[src/rtl/decimal_text_to_uint64_with_suffix_macros.svh]
// ----------------------------------------------------------------------------
// Assertion macros for the decimal text parser
// Concurrent checks on clk with the asynchronous reset arst_n; empty in synthesis.
// ----------------------------------------------------------------------------
`ifndef DECIMAL_TEXT_TO_UINT64_WITH_SUFFIX_MACROS_SVH
`define DECIMAL_TEXT_TO_UINT64_WITH_SUFFIX_MACROS_SVH
`ifndef SYNTHESIS
`define DTU_ASSERT(label, prop, msg) \
	label: assert property (@(posedge clk) disable iff (!arst_n) prop) else $error(msg);
`define DTU_NEVER(label, cond, msg) \
	label: assert property (@(posedge clk) disable iff (!arst_n) !(cond)) else $error(msg);
`else
`define DTU_ASSERT(label, prop, msg)
`define DTU_NEVER(label, cond, msg)
`endif
`endif

[src/rtl/dtu_pkg.sv]
// ----------------------------------------------------------------------------
// dtu_pkg
// Types, codes and helpers shared by the decimal text parser modules.
// ----------------------------------------------------------------------------
package dtu_pkg;

	typedef enum logic [1:0] {
		ST_OK         = 2'd0,
		ST_NOT_NUMBER = 2'd1,
		ST_BAD_SUFFIX = 2'd2,
		ST_RANGE      = 2'd3
	} status_t;

	typedef enum logic [2:0] {
		PH_SKIP   = 3'b001,
		PH_DIGITS = 3'b010,
		PH_SUFFIX = 3'b100
	} phase_t;

	// Configuration register indexes.
	localparam logic CFG_MIN_VALUE = 1'b0;
	localparam logic CFG_MAX_VALUE = 1'b1;

	// Character codes.
	localparam logic [7:0] CH_NUL   = 8'h00;
	localparam logic [7:0] CH_TAB   = 8'h09;
	localparam logic [7:0] CH_SPACE = 8'h20;
	localparam logic [7:0] CH_ZERO  = 8'h30;
	localparam logic [7:0] CH_NINE  = 8'h39;
	localparam logic [7:0] CH_LOW_K = 8'h6B;
	localparam logic [7:0] CH_UP_K  = 8'h4B;
	localparam logic [7:0] CH_UP_M  = 8'h4D;
	localparam logic [7:0] CH_UP_G  = 8'h47;
	localparam logic [7:0] CH_UP_B  = 8'h42;
	localparam logic [7:0] CH_LOW_I = 8'h69;

	// Largest accumulator that can still take any further digit without overflow.
	localparam logic [63:0] ACC_LIMIT = (64'hFFFF_FFFF_FFFF_FFFF - 64'd9) / 64'd10;

	// Decimal factors are applied as repeated multiplies by 1000, binary ones
	// as a left shift by ten bits per step.
	typedef struct packed {
		logic       hit;
		logic [1:0] dec_steps;
		logic [1:0] bin_steps;
	} scale_t;

	typedef struct packed {
		logic [63:0] value;
		status_t     status;
		logic [1:0]  dec_steps;
		logic [1:0]  bin_steps;
	} job_t;

	function automatic scale_t suffix_match(input logic [23:0] chars, input logic [2:0] len);
		scale_t     r;
		logic [1:0] dec_n;
		logic [1:0] bin_n;
		logic [7:0] c0;
		logic [7:0] c1;
		logic [7:0] c2;
		r  = '0;
		c0 = chars[7:0];
		c1 = chars[15:8];
		c2 = chars[23:16];
		dec_n = (c0 == CH_LOW_K) ? 2'd1 : (c0 == CH_UP_M) ? 2'd2 : (c0 == CH_UP_G) ? 2'd3 : 2'd0;
		bin_n = (c0 == CH_UP_K) ? 2'd1 : (c0 == CH_UP_M) ? 2'd2 : (c0 == CH_UP_G) ? 2'd3 : 2'd0;
		case (len)
			3'd1: begin
				if (dec_n != 2'd0) begin
					r.hit = 1'b1;
					r.dec_steps = dec_n;
				end
			end
			3'd2: begin
				if (c1 == CH_UP_B && dec_n != 2'd0) begin
					r.hit = 1'b1;
					r.dec_steps = dec_n;
				end else if (c1 == CH_LOW_I && bin_n != 2'd0) begin
					r.hit = 1'b1;
					r.bin_steps = bin_n;
				end
			end
			3'd3: begin
				if (c1 == CH_LOW_I && c2 == CH_UP_B && bin_n != 2'd0) begin
					r.hit = 1'b1;
					r.bin_steps = bin_n;
				end
			end
			default: r = '0;
		endcase
		return r;
	endfunction

	// v * 1000 as (v << 10) - (v << 4) - (v << 3), kept wide for the overflow check.
	function automatic logic [73:0] mul1000(input logic [63:0] v);
		logic [73:0] w;
		w = {10'd0, v};
		return (w << 10) - (w << 4) - (w << 3);
	endfunction

endpackage

[src/rtl/dtu_front.sv]
// ----------------------------------------------------------------------------
// dtu_front
// Takes one character per transfer, tracks the parse phase, builds the value
// from the digits and collects the suffix. A NUL hands a job to the queue.
// ----------------------------------------------------------------------------
`include "decimal_text_to_uint64_with_suffix_macros.svh"

module dtu_front (
	input  logic          clk,
	input  logic          arst_n,
	input  logic          in_valid,
	output logic          in_stall,
	input  logic [7:0]    ch,
	input  logic          queue_full,
	output logic          push,
	output dtu_pkg::job_t job
);
	import dtu_pkg::*;

	logic [63:0] acc_q, acc_d;
	phase_t      phase_q, phase_d;
	status_t     err_q, err_d;
	logic [23:0] sfx_q, sfx_d;
	logic [2:0]  slen_q, slen_d;

	logic        accept;
	logic        is_digit;
	logic        is_blank;
	logic [3:0]  digit_val;
	logic [63:0] acc_x10;
	logic        append;
	scale_t      scale;

	assign in_stall  = queue_full;
	assign accept    = in_valid && !in_stall;
	assign is_digit  = (ch >= CH_ZERO) && (ch <= CH_NINE);
	assign is_blank  = (ch == CH_SPACE) || (ch == CH_TAB);
	assign digit_val = 4'(ch - CH_ZERO);
	assign acc_x10   = (acc_q << 3) + (acc_q << 1) + {60'd0, digit_val};
	assign scale     = suffix_match(sfx_q, slen_q);

	// Job for the back end, built from the state that the NUL closes.
	always_comb begin
		job.value     = acc_q;
		job.status    = ST_OK;
		job.dec_steps = 2'd0;
		job.bin_steps = 2'd0;
		if (err_q != ST_OK) begin
			job.status = err_q;
		end else if (phase_q != PH_DIGITS && phase_q != PH_SUFFIX) begin
			job.status = ST_NOT_NUMBER;
		end else if (slen_q != 3'd0) begin
			if (!scale.hit) begin
				job.status = ST_BAD_SUFFIX;
			end else begin
				job.dec_steps = scale.dec_steps;
				job.bin_steps = scale.bin_steps;
			end
		end
	end

	always_comb begin
		acc_d   = acc_q;
		phase_d = phase_q;
		err_d   = err_q;
		sfx_d   = sfx_q;
		slen_d  = slen_q;
		append  = 1'b0;
		push    = 1'b0;
		if (accept) begin
			if (ch == CH_NUL) begin
				push    = 1'b1;
				acc_d   = '0;
				phase_d = PH_SKIP;
				err_d   = ST_OK;
				sfx_d   = '0;
				slen_d  = '0;
			end else if (err_q == ST_OK) begin
				case (phase_q)
					PH_DIGITS: begin
						if (is_digit) begin
							if (acc_q > ACC_LIMIT) begin
								err_d = ST_RANGE;
							end else begin
								acc_d = acc_x10;
							end
						end else begin
							// The first non-digit opens the suffix and belongs to it.
							phase_d = PH_SUFFIX;
							append  = 1'b1;
						end
					end
					PH_SUFFIX: append = 1'b1;
					default: begin
						if (!is_blank) begin
							if (is_digit) begin
								acc_d   = {60'd0, digit_val};
								phase_d = PH_DIGITS;
							end else begin
								err_d = ST_NOT_NUMBER;
							end
						end
					end
				endcase
			end
			if (append) begin
				case (slen_q)
					3'd0: begin
						sfx_d[7:0] = ch;
						slen_d = 3'd1;
					end
					3'd1: begin
						sfx_d[15:8] = ch;
						slen_d = 3'd2;
					end
					3'd2: begin
						sfx_d[23:16] = ch;
						slen_d = 3'd3;
					end
					default: slen_d = 3'd4;
				endcase
			end
		end
	end

	always_ff @(posedge clk or negedge arst_n) begin
		if (!arst_n) begin
			acc_q   <= '0;
			phase_q <= PH_SKIP;
			err_q   <= ST_OK;
			sfx_q   <= '0;
			slen_q  <= '0;
		end else begin
			acc_q   <= acc_d;
			phase_q <= phase_d;
			err_q   <= err_d;
			sfx_q   <= sfx_d;
			slen_q  <= slen_d;
		end
	end

	`DTU_ASSERT(a_nul_clears, push |=> (phase_q == PH_SKIP && err_q == ST_OK && slen_q == 3'd0), "text state not cleared after NUL")
	`DTU_NEVER(a_slen_range, slen_q > 3'd4, "suffix length beyond saturation")

endmodule

[src/rtl/dtu_queue.sv]
// ----------------------------------------------------------------------------
// dtu_queue
// Small job queue between the front and back ends, first in first out.
// ----------------------------------------------------------------------------
`include "decimal_text_to_uint64_with_suffix_macros.svh"

module dtu_queue #(
	parameter int DEPTH = 4
) (
	input  logic          clk,
	input  logic          arst_n,
	input  logic          push,
	input  dtu_pkg::job_t wr_job,
	input  logic          pop,
	output dtu_pkg::job_t rd_job,
	output logic          full,
	output logic          not_empty
);
	import dtu_pkg::*;

	localparam int PTR_W = (DEPTH > 1) ? $clog2(DEPTH) : 1;
	localparam int CNT_W = $clog2(DEPTH + 1);

	job_t             slots_q [DEPTH];
	logic [PTR_W-1:0] wr_ptr_q;
	logic [PTR_W-1:0] rd_ptr_q;
	logic [CNT_W-1:0] count_q;

	assign full      = (count_q == CNT_W'(DEPTH));
	assign not_empty = (count_q != '0);
	assign rd_job    = slots_q[rd_ptr_q];

	always_ff @(posedge clk) begin
		if (push) begin
			slots_q[wr_ptr_q] <= wr_job;
		end
	end

	always_ff @(posedge clk or negedge arst_n) begin
		if (!arst_n) begin
			wr_ptr_q <= '0;
			rd_ptr_q <= '0;
			count_q  <= '0;
		end else begin
			if (push) begin
				wr_ptr_q <= (wr_ptr_q == PTR_W'(DEPTH - 1)) ? '0 : wr_ptr_q + 1'b1;
			end
			if (pop) begin
				rd_ptr_q <= (rd_ptr_q == PTR_W'(DEPTH - 1)) ? '0 : rd_ptr_q + 1'b1;
			end
			if (push && !pop) begin
				count_q <= count_q + 1'b1;
			end else if (pop && !push) begin
				count_q <= count_q - 1'b1;
			end
		end
	end

	`DTU_ASSERT(a_no_overflow, push |-> !full, "push into a full queue")
	`DTU_ASSERT(a_no_underflow, pop |-> not_empty, "pop from an empty queue")

endmodule

[src/rtl/dtu_back.sv]
// ----------------------------------------------------------------------------
// dtu_back
// Scales each job by its suffix factor with overflow checks, applies the
// min/max window and holds the result in the output register.
// ----------------------------------------------------------------------------
`include "decimal_text_to_uint64_with_suffix_macros.svh"

module dtu_back (
	input  logic          clk,
	input  logic          arst_n,
	input  logic          job_avail,
	input  dtu_pkg::job_t job,
	output logic          pop,
	input  logic [63:0]   min_value,
	input  logic [63:0]   max_value,
	output logic          out_valid,
	input  logic          out_stall,
	output logic [63:0]   number,
	output logic [1:0]    status
);
	import dtu_pkg::*;

	logic  advance;
	job_t  job_s1, job_s2, job_s3, job_s4;
	logic  vld_s1, vld_s2, vld_s3, vld_s4;
	job_t  shifted;
	logic  vld_q;
	logic [63:0] number_q;
	status_t     status_q;
	status_t     final_status;

	// The whole pipeline moves together whenever the output register can load.
	assign advance = !vld_q || !out_stall;
	assign pop     = advance && job_avail;

	// Binary factors: shift by 10, 20 or 30 bits, overflow if bits fall off.
	always_comb begin
		shifted = job;
		shifted.bin_steps = 2'd0;
		if (job.status == ST_OK) begin
			case (job.bin_steps)
				2'd1: begin
					shifted.value = job.value << 10;
					if (|job.value[63:54]) shifted.status = ST_RANGE;
				end
				2'd2: begin
					shifted.value = job.value << 20;
					if (|job.value[63:44]) shifted.status = ST_RANGE;
				end
				2'd3: begin
					shifted.value = job.value << 30;
					if (|job.value[63:34]) shifted.status = ST_RANGE;
				end
				default: shifted.value = job.value;
			endcase
		end
	end

	// One multiply by 1000 when the job still needs more than `step` of them.
	function automatic job_t dec_step(input job_t j, input logic [1:0] step);
		job_t        r;
		logic [73:0] p;
		r = j;
		p = mul1000(j.value);
		if (j.status == ST_OK && j.dec_steps > step) begin
			r.value = p[63:0];
			if (|p[73:64]) r.status = ST_RANGE;
		end
		return r;
	endfunction

	always_comb begin
		final_status = job_s4.status;
		if (job_s4.status == ST_OK &&
		    (job_s4.value < min_value || job_s4.value > max_value)) begin
			final_status = ST_RANGE;
		end
	end

	always_ff @(posedge clk) begin
		if (advance) begin
			job_s1 <= shifted;
			job_s2 <= dec_step(job_s1, 2'd0);
			job_s3 <= dec_step(job_s2, 2'd1);
			job_s4 <= dec_step(job_s3, 2'd2);
			number_q <= (final_status == ST_OK) ? job_s4.value : '0;
			status_q <= final_status;
		end
	end

	always_ff @(posedge clk or negedge arst_n) begin
		if (!arst_n) begin
			vld_s1 <= 1'b0;
			vld_s2 <= 1'b0;
			vld_s3 <= 1'b0;
			vld_s4 <= 1'b0;
			vld_q  <= 1'b0;
		end else if (advance) begin
			vld_s1 <= job_avail;
			vld_s2 <= vld_s1;
			vld_s3 <= vld_s2;
			vld_s4 <= vld_s3;
			vld_q  <= vld_s4;
		end
	end

	assign out_valid = vld_q;
	assign number    = number_q;
	assign status    = status_q;

	`DTU_ASSERT(a_zero_on_error, out_valid |-> (status_q == ST_OK || number_q == 64'd0), "nonzero number with error status")

endmodule

[src/rtl/decimal_text_to_uint64_with_suffix.sv]
// ----------------------------------------------------------------------------
// decimal_text_to_uint64_with_suffix
// Parses decimal text with an optional k/M/G (x1000 steps) or Ki/Mi/Gi
// (x1024 steps) suffix, optionally followed by B, into a 64-bit value.
// Input channel: one character per transfer on ch; a NUL ends the text.
// Leading blanks are skipped. Output channel: one result per text, number
// and status (0 ok, 1 not a number, 2 bad suffix, 3 range or overflow).
// Input takes one character per cycle while in_stall is low. A NUL transfer
// puts its job in the job queue; from there it passes four stages
// of scaling (binary shift, then up to three multiplies by 1000), then the
// range check into the output register.
// When the output is stalled the pipeline holds; the front keeps taking
// characters until the job queue fills, then stalls the input.
// Reset clears the text state, the queue and the pipeline; min_value
// resets to 0 and max_value to all ones. Write them with cfg_we only while
// the block is idle.
// ----------------------------------------------------------------------------
module decimal_text_to_uint64_with_suffix #(
	parameter int QUEUE_DEPTH = 4
) (
	input  logic        clk,
	input  logic        arst_n,
	input  logic        in_valid,
	output logic        in_stall,
	input  logic [7:0]  ch,
	output logic        out_valid,
	input  logic        out_stall,
	output logic [63:0] number,
	output logic [1:0]  status,
	input  logic        cfg_we,
	input  logic        cfg_index,
	input  logic [63:0] cfg_wdata
);
	import dtu_pkg::*;

	logic [63:0] min_q;
	logic [63:0] max_q;
	logic        push;
	logic        pop;
	logic        queue_full;
	logic        queue_avail;
	job_t        front_job;
	job_t        head_job;

	always_ff @(posedge clk or negedge arst_n) begin
		if (!arst_n) begin
			min_q <= '0;
			max_q <= '1;
		end else if (cfg_we) begin
			case (cfg_index)
				CFG_MIN_VALUE: min_q <= cfg_wdata;
				CFG_MAX_VALUE: max_q <= cfg_wdata;
				default: ;
			endcase
		end
	end

	dtu_front u_front (
		.clk        (clk),
		.arst_n     (arst_n),
		.in_valid   (in_valid),
		.in_stall   (in_stall),
		.ch         (ch),
		.queue_full (queue_full),
		.push       (push),
		.job        (front_job)
	);

	dtu_queue #(
		.DEPTH (QUEUE_DEPTH)
	) u_queue (
		.clk       (clk),
		.arst_n    (arst_n),
		.push      (push),
		.wr_job    (front_job),
		.pop       (pop),
		.rd_job    (head_job),
		.full      (queue_full),
		.not_empty (queue_avail)
	);

	dtu_back u_back (
		.clk       (clk),
		.arst_n    (arst_n),
		.job_avail (queue_avail),
		.job       (head_job),
		.pop       (pop),
		.min_value (min_q),
		.max_value (max_q),
		.out_valid (out_valid),
		.out_stall (out_stall),
		.number    (number),
		.status    (status)
	);

endmodule

[config.mk]
export PLATFORM = sky130hd
export DESIGN_NAME = decimal_text_to_uint64_with_suffix
export DESIGN_NICKNAME = d
export VERILOG_FILES = /design/src/rtl/dtu_pkg.sv /design/src/rtl/dtu_front.sv /design/src/rtl/dtu_queue.sv /design/src/rtl/dtu_back.sv /design/src/rtl/decimal_text_to_uint64_with_suffix.sv
export VERILOG_INCLUDE_DIRS = /design/src /design/src/rtl
export SDC_FILE = /design/constraint.sdc
export NUM_CORES = 2
export LEC_CHECK = 0
export BUFFER_PORTS_ARGS = -buffer_cell sky130_fd_sc_hd__buf_2
export CAP_MARGIN = 20
export CORE_MARGIN = 1.5
export CORE_UTILIZATION = 55
export DETAILED_ROUTE_END_ITERATION = 10
export PLACE_DENSITY = 0.82
export SYNTH_ARGS = -nofsm -noshare
export SYNTH_HDL_FRONTEND = slang
export SYNTH_HIERARCHICAL = 1
export SYNTH_SLANG_ARGS = --single-unit
export TNS_END_PERCENT = 5
[constraint.sdc]
create_clock -name clk -period 26.3 [get_ports clk]
set_clock_uncertainty 0.1 [all_clocks]
set_input_delay 5.26 -clock clk [delete_from_list [all_inputs] [get_ports clk]]
set_output_delay 5.26 -clock clk [all_outputs]
set_load 0.02 [all_outputs]
==> impl_metrics.yaml <==
finish:
  fillers: 8793
  final_nets: 6560
  synthToLayoutAreaGrowth_pct: 7.27
  seq_area_um2: 24500
  multi_input_area_um2: 33100
  layout-drive-gt1-share_pct: 11.7
clock_tree:
  cts.sinks: 852
  cts_made_buffers: 89
  insertion_delay_ns: 0.69
  path_clk_slew_ns: 0.06
  post_cts.resized_instances: 0
  cts_root_buf: "clkbuf_16"
  htree_levels: 3
  hold_buffers: 0
  cts_setup_buffers: 0
  cts_tree: "yes"
  cts_buffer_depth: 3
critical_path:
  r2r_cells: 15
  rrSetupSlack_ns: 20.63
  crit_arrival_ns: 8.82
  end_kind: "flop"
  cp.required_ns: 26.50
  crit_type: "primary input to flop"
  path_max_fanout: 45
  rr_startpoint: "u_back/job_s3[6]$_SDFFCE_PP0N_"
  critPathLaunchType: "primary input"
  rr_endpoint: "u_back/job_s4[4]$_DFFE_PN_"
place:
  dpl_worst_slack_ns: 17.07
  port_buffers: 145
  routabilityCongestion: 0.992
  dp_hpwl_mm: 116
synth:
  ys_ff_latch: 852
  synth.largest_area_cell: "edfxtp_1"
  yosysSeqAreaShare_pct: 40.5
  synth.most_common_cell: "edfxtp_1"
  post_synth_num_cell_types: 131
  synth_common_cells: "616 x edfxtp_1, 593 x nand2_1, 495 x ha_1"
  synthesis.area_um2: 60500
  synthTopCellsByArea: "edfxtp_1 31%, ha_1 10%, dfrtp_1 7.1%"
  syn_inst: 5786
  async_reset_ff_share_pct: 27.7
  yosysWarnings: 6
  synth-edff-count: 616
  synth_area_per_cell_um2: 10.5
  synth.net_count: 6533
  yosysTopAreaCellShare_pct: 30.6
  synth_ff_type: "edfxtp_1"
detailed_routing:
  wl_per_cell_um: 21.3
  vias: 45800
  ant_nets: 0
  drtIter0Drc: 3585
  route.detailed.drc: 0
  drt_wl_total_mm: 155
  via_per_inst: 6.28
  dr.pass1.iters: 6
run_status:
  status: "finished clean"
timing:
  fmax_ghz: 0.116
  period_needed_ns: 8.62
  fin_crit_sh_pct: 32.8
  slew_headroom_pct: 26.0
  setup_tns_ns: 0
  hold_violations: 0
  report.final.slew_viol_count: 0
  holdWs_ns: 0.362
  worst_pin_slew_ns: 1.11
  setup_viol: 0
  setup_slack_ns: 17.68
  rsz0062_at_grt: "false"
die:
  die_w_um: 335
  num_rows: 121
  io_pins: 146
  die_h_um: 335
  initial_utilization_pct: 55.5
  die-area_um2: 112000
  coreArea_um2: 109000
grt:
  grt_pass1_wl_mm: 244
  grt_max_degree: 143
  grt_overflow: 0
  antenna_found_initial: 0
  grt_pass1_vias: 45400
  grt_use_total_pct: 27.4
flow_run:
  maxCapViolCount: 0
hold_path:
  holdCritPathClass: "flop to flop"
  min_to: "u_back/job_s3[2]$_DFFE_PN_"
  holdPathStages: 0
  min_from: "u_back/job_s2[2]$_DFFE_PN_"
## cell families after synthesis
| group | Yosys count | synth area share (%) |
|---|---|---|
| AOI/OAI and AO/OA | 1601 | 16.5 |
| xor gates and xnor gates | 253 | 3.66 |
| adders and majority gates | 669 | 16.0 |
| buffers and inverters | 638 | 4.81 |
| DFF | 852 | 40.5 |
| muxes | 248 | 6.30 |
| and+or+nand+nor | 1525 | 12.3 |
## cell type report
class	instances	area share (%)
clock buffers	108	3.73
well taps	1414	2.73
repair buffers	170	1.45
flip-flops and latches	852	37.7
clock inverters	57	0.924
multi-input cells	4296	51.1
diodes	1	0.00386
inverters	404	2.34
## metrics by stage
step,cell area [um2],utilization [%],instances
after floorplan,60500,-,5786
after CTS,64900,59.5,7300
after detailed placement,61800,56.7,7135
after global routing,64900,59.5,7301
after global placement,61800,56.7,7135
final,64900,59.5,7302
## worst max path at each step
stage                    from                          endpoint  cells past startpoint
floorplan           out_stall    u_queue/count_q[1]$_DFFE_PN0P_                      7
finish                  ch[1]  u_queue/slots_q[0][64]$_DFFE_PP_                      7
detailed placement      ch[1]  u_queue/slots_q[3][63]$_DFFE_PP_                      7
global placement        ch[1]  u_queue/slots_q[0][64]$_DFFE_PP_                      7
global route            ch[1]  u_queue/slots_q[3][68]$_DFFE_PP_                      7
CTS                     ch[1]  u_queue/slots_q[3][67]$_DFFE_PP_                      7
## per-layer routing
layer  track usage [%]  up-vias  routed length [um]
met2              48.0     1955               76500
met1              34.1    22200               61600
met4              12.2        0                7510
li1                  -    21300                   -
met3              3.01      411                9600
met5                 0        -                   0
## layout by cell type, fill, tap and decap left out, types with 56 or more instances in the layout
cell,Yosys,routed
nor3_1,82,81
fa_1,174,174
nor2_1,285,285
xor2_1,132,132
mux2_2,91,91
dfrtp_1,171,169
ha_1,495,495
dfstp_2,65,65
inv_1,404,404
o31ai_1,56,56
a21oi_1,474,474
o21ai_0,430,429
edfxtp_1,616,616
and2_1,99,95
xnor2_1,121,121
nand2_1,593,591
mux4_2,68,68
nand3_1,61,60
clkbuf_16,0,93
nand4_1,132,132
mux2_4,65,65
buf_2,62,144
o21ai_1,63,63
a21o_1,141,141
## critical path: stages
cell and delay (ns):
buf_2 0.15, or2_1 0.25, or4_1 0.47, or4_1 0.60, nor2_1 0.62, and2_2 0.73, buf_4 0.67
## registers in the layout, indices dropped and copies added, names as in the netlist
register and cells:
max_q 64, min_q 64, u_back/job_s1 68, u_back/job_s2 68, u_back/job_s3 68, u_back/job_s4 66, u_back/number 64, u_back/out_valid 1
u_back/status 2, u_back/vld_s1 1, u_back/vld_s2 1, u_back/vld_s3 1, u_back/vld_s4 1, u_front/acc_q 64, u_front/err_q 2, u_front/phase_q 3
u_front/sfx_q 24, u_front/slen_q 3, u_queue/count_q 3, u_queue/rd_ptr_q 2, u_queue/slots_q 280, u_queue/wr_ptr_q 2
Power is left out: the tool's default activity adds up to more than one toggle a clock period on the data nets, which glitch-free logic cannot reach.
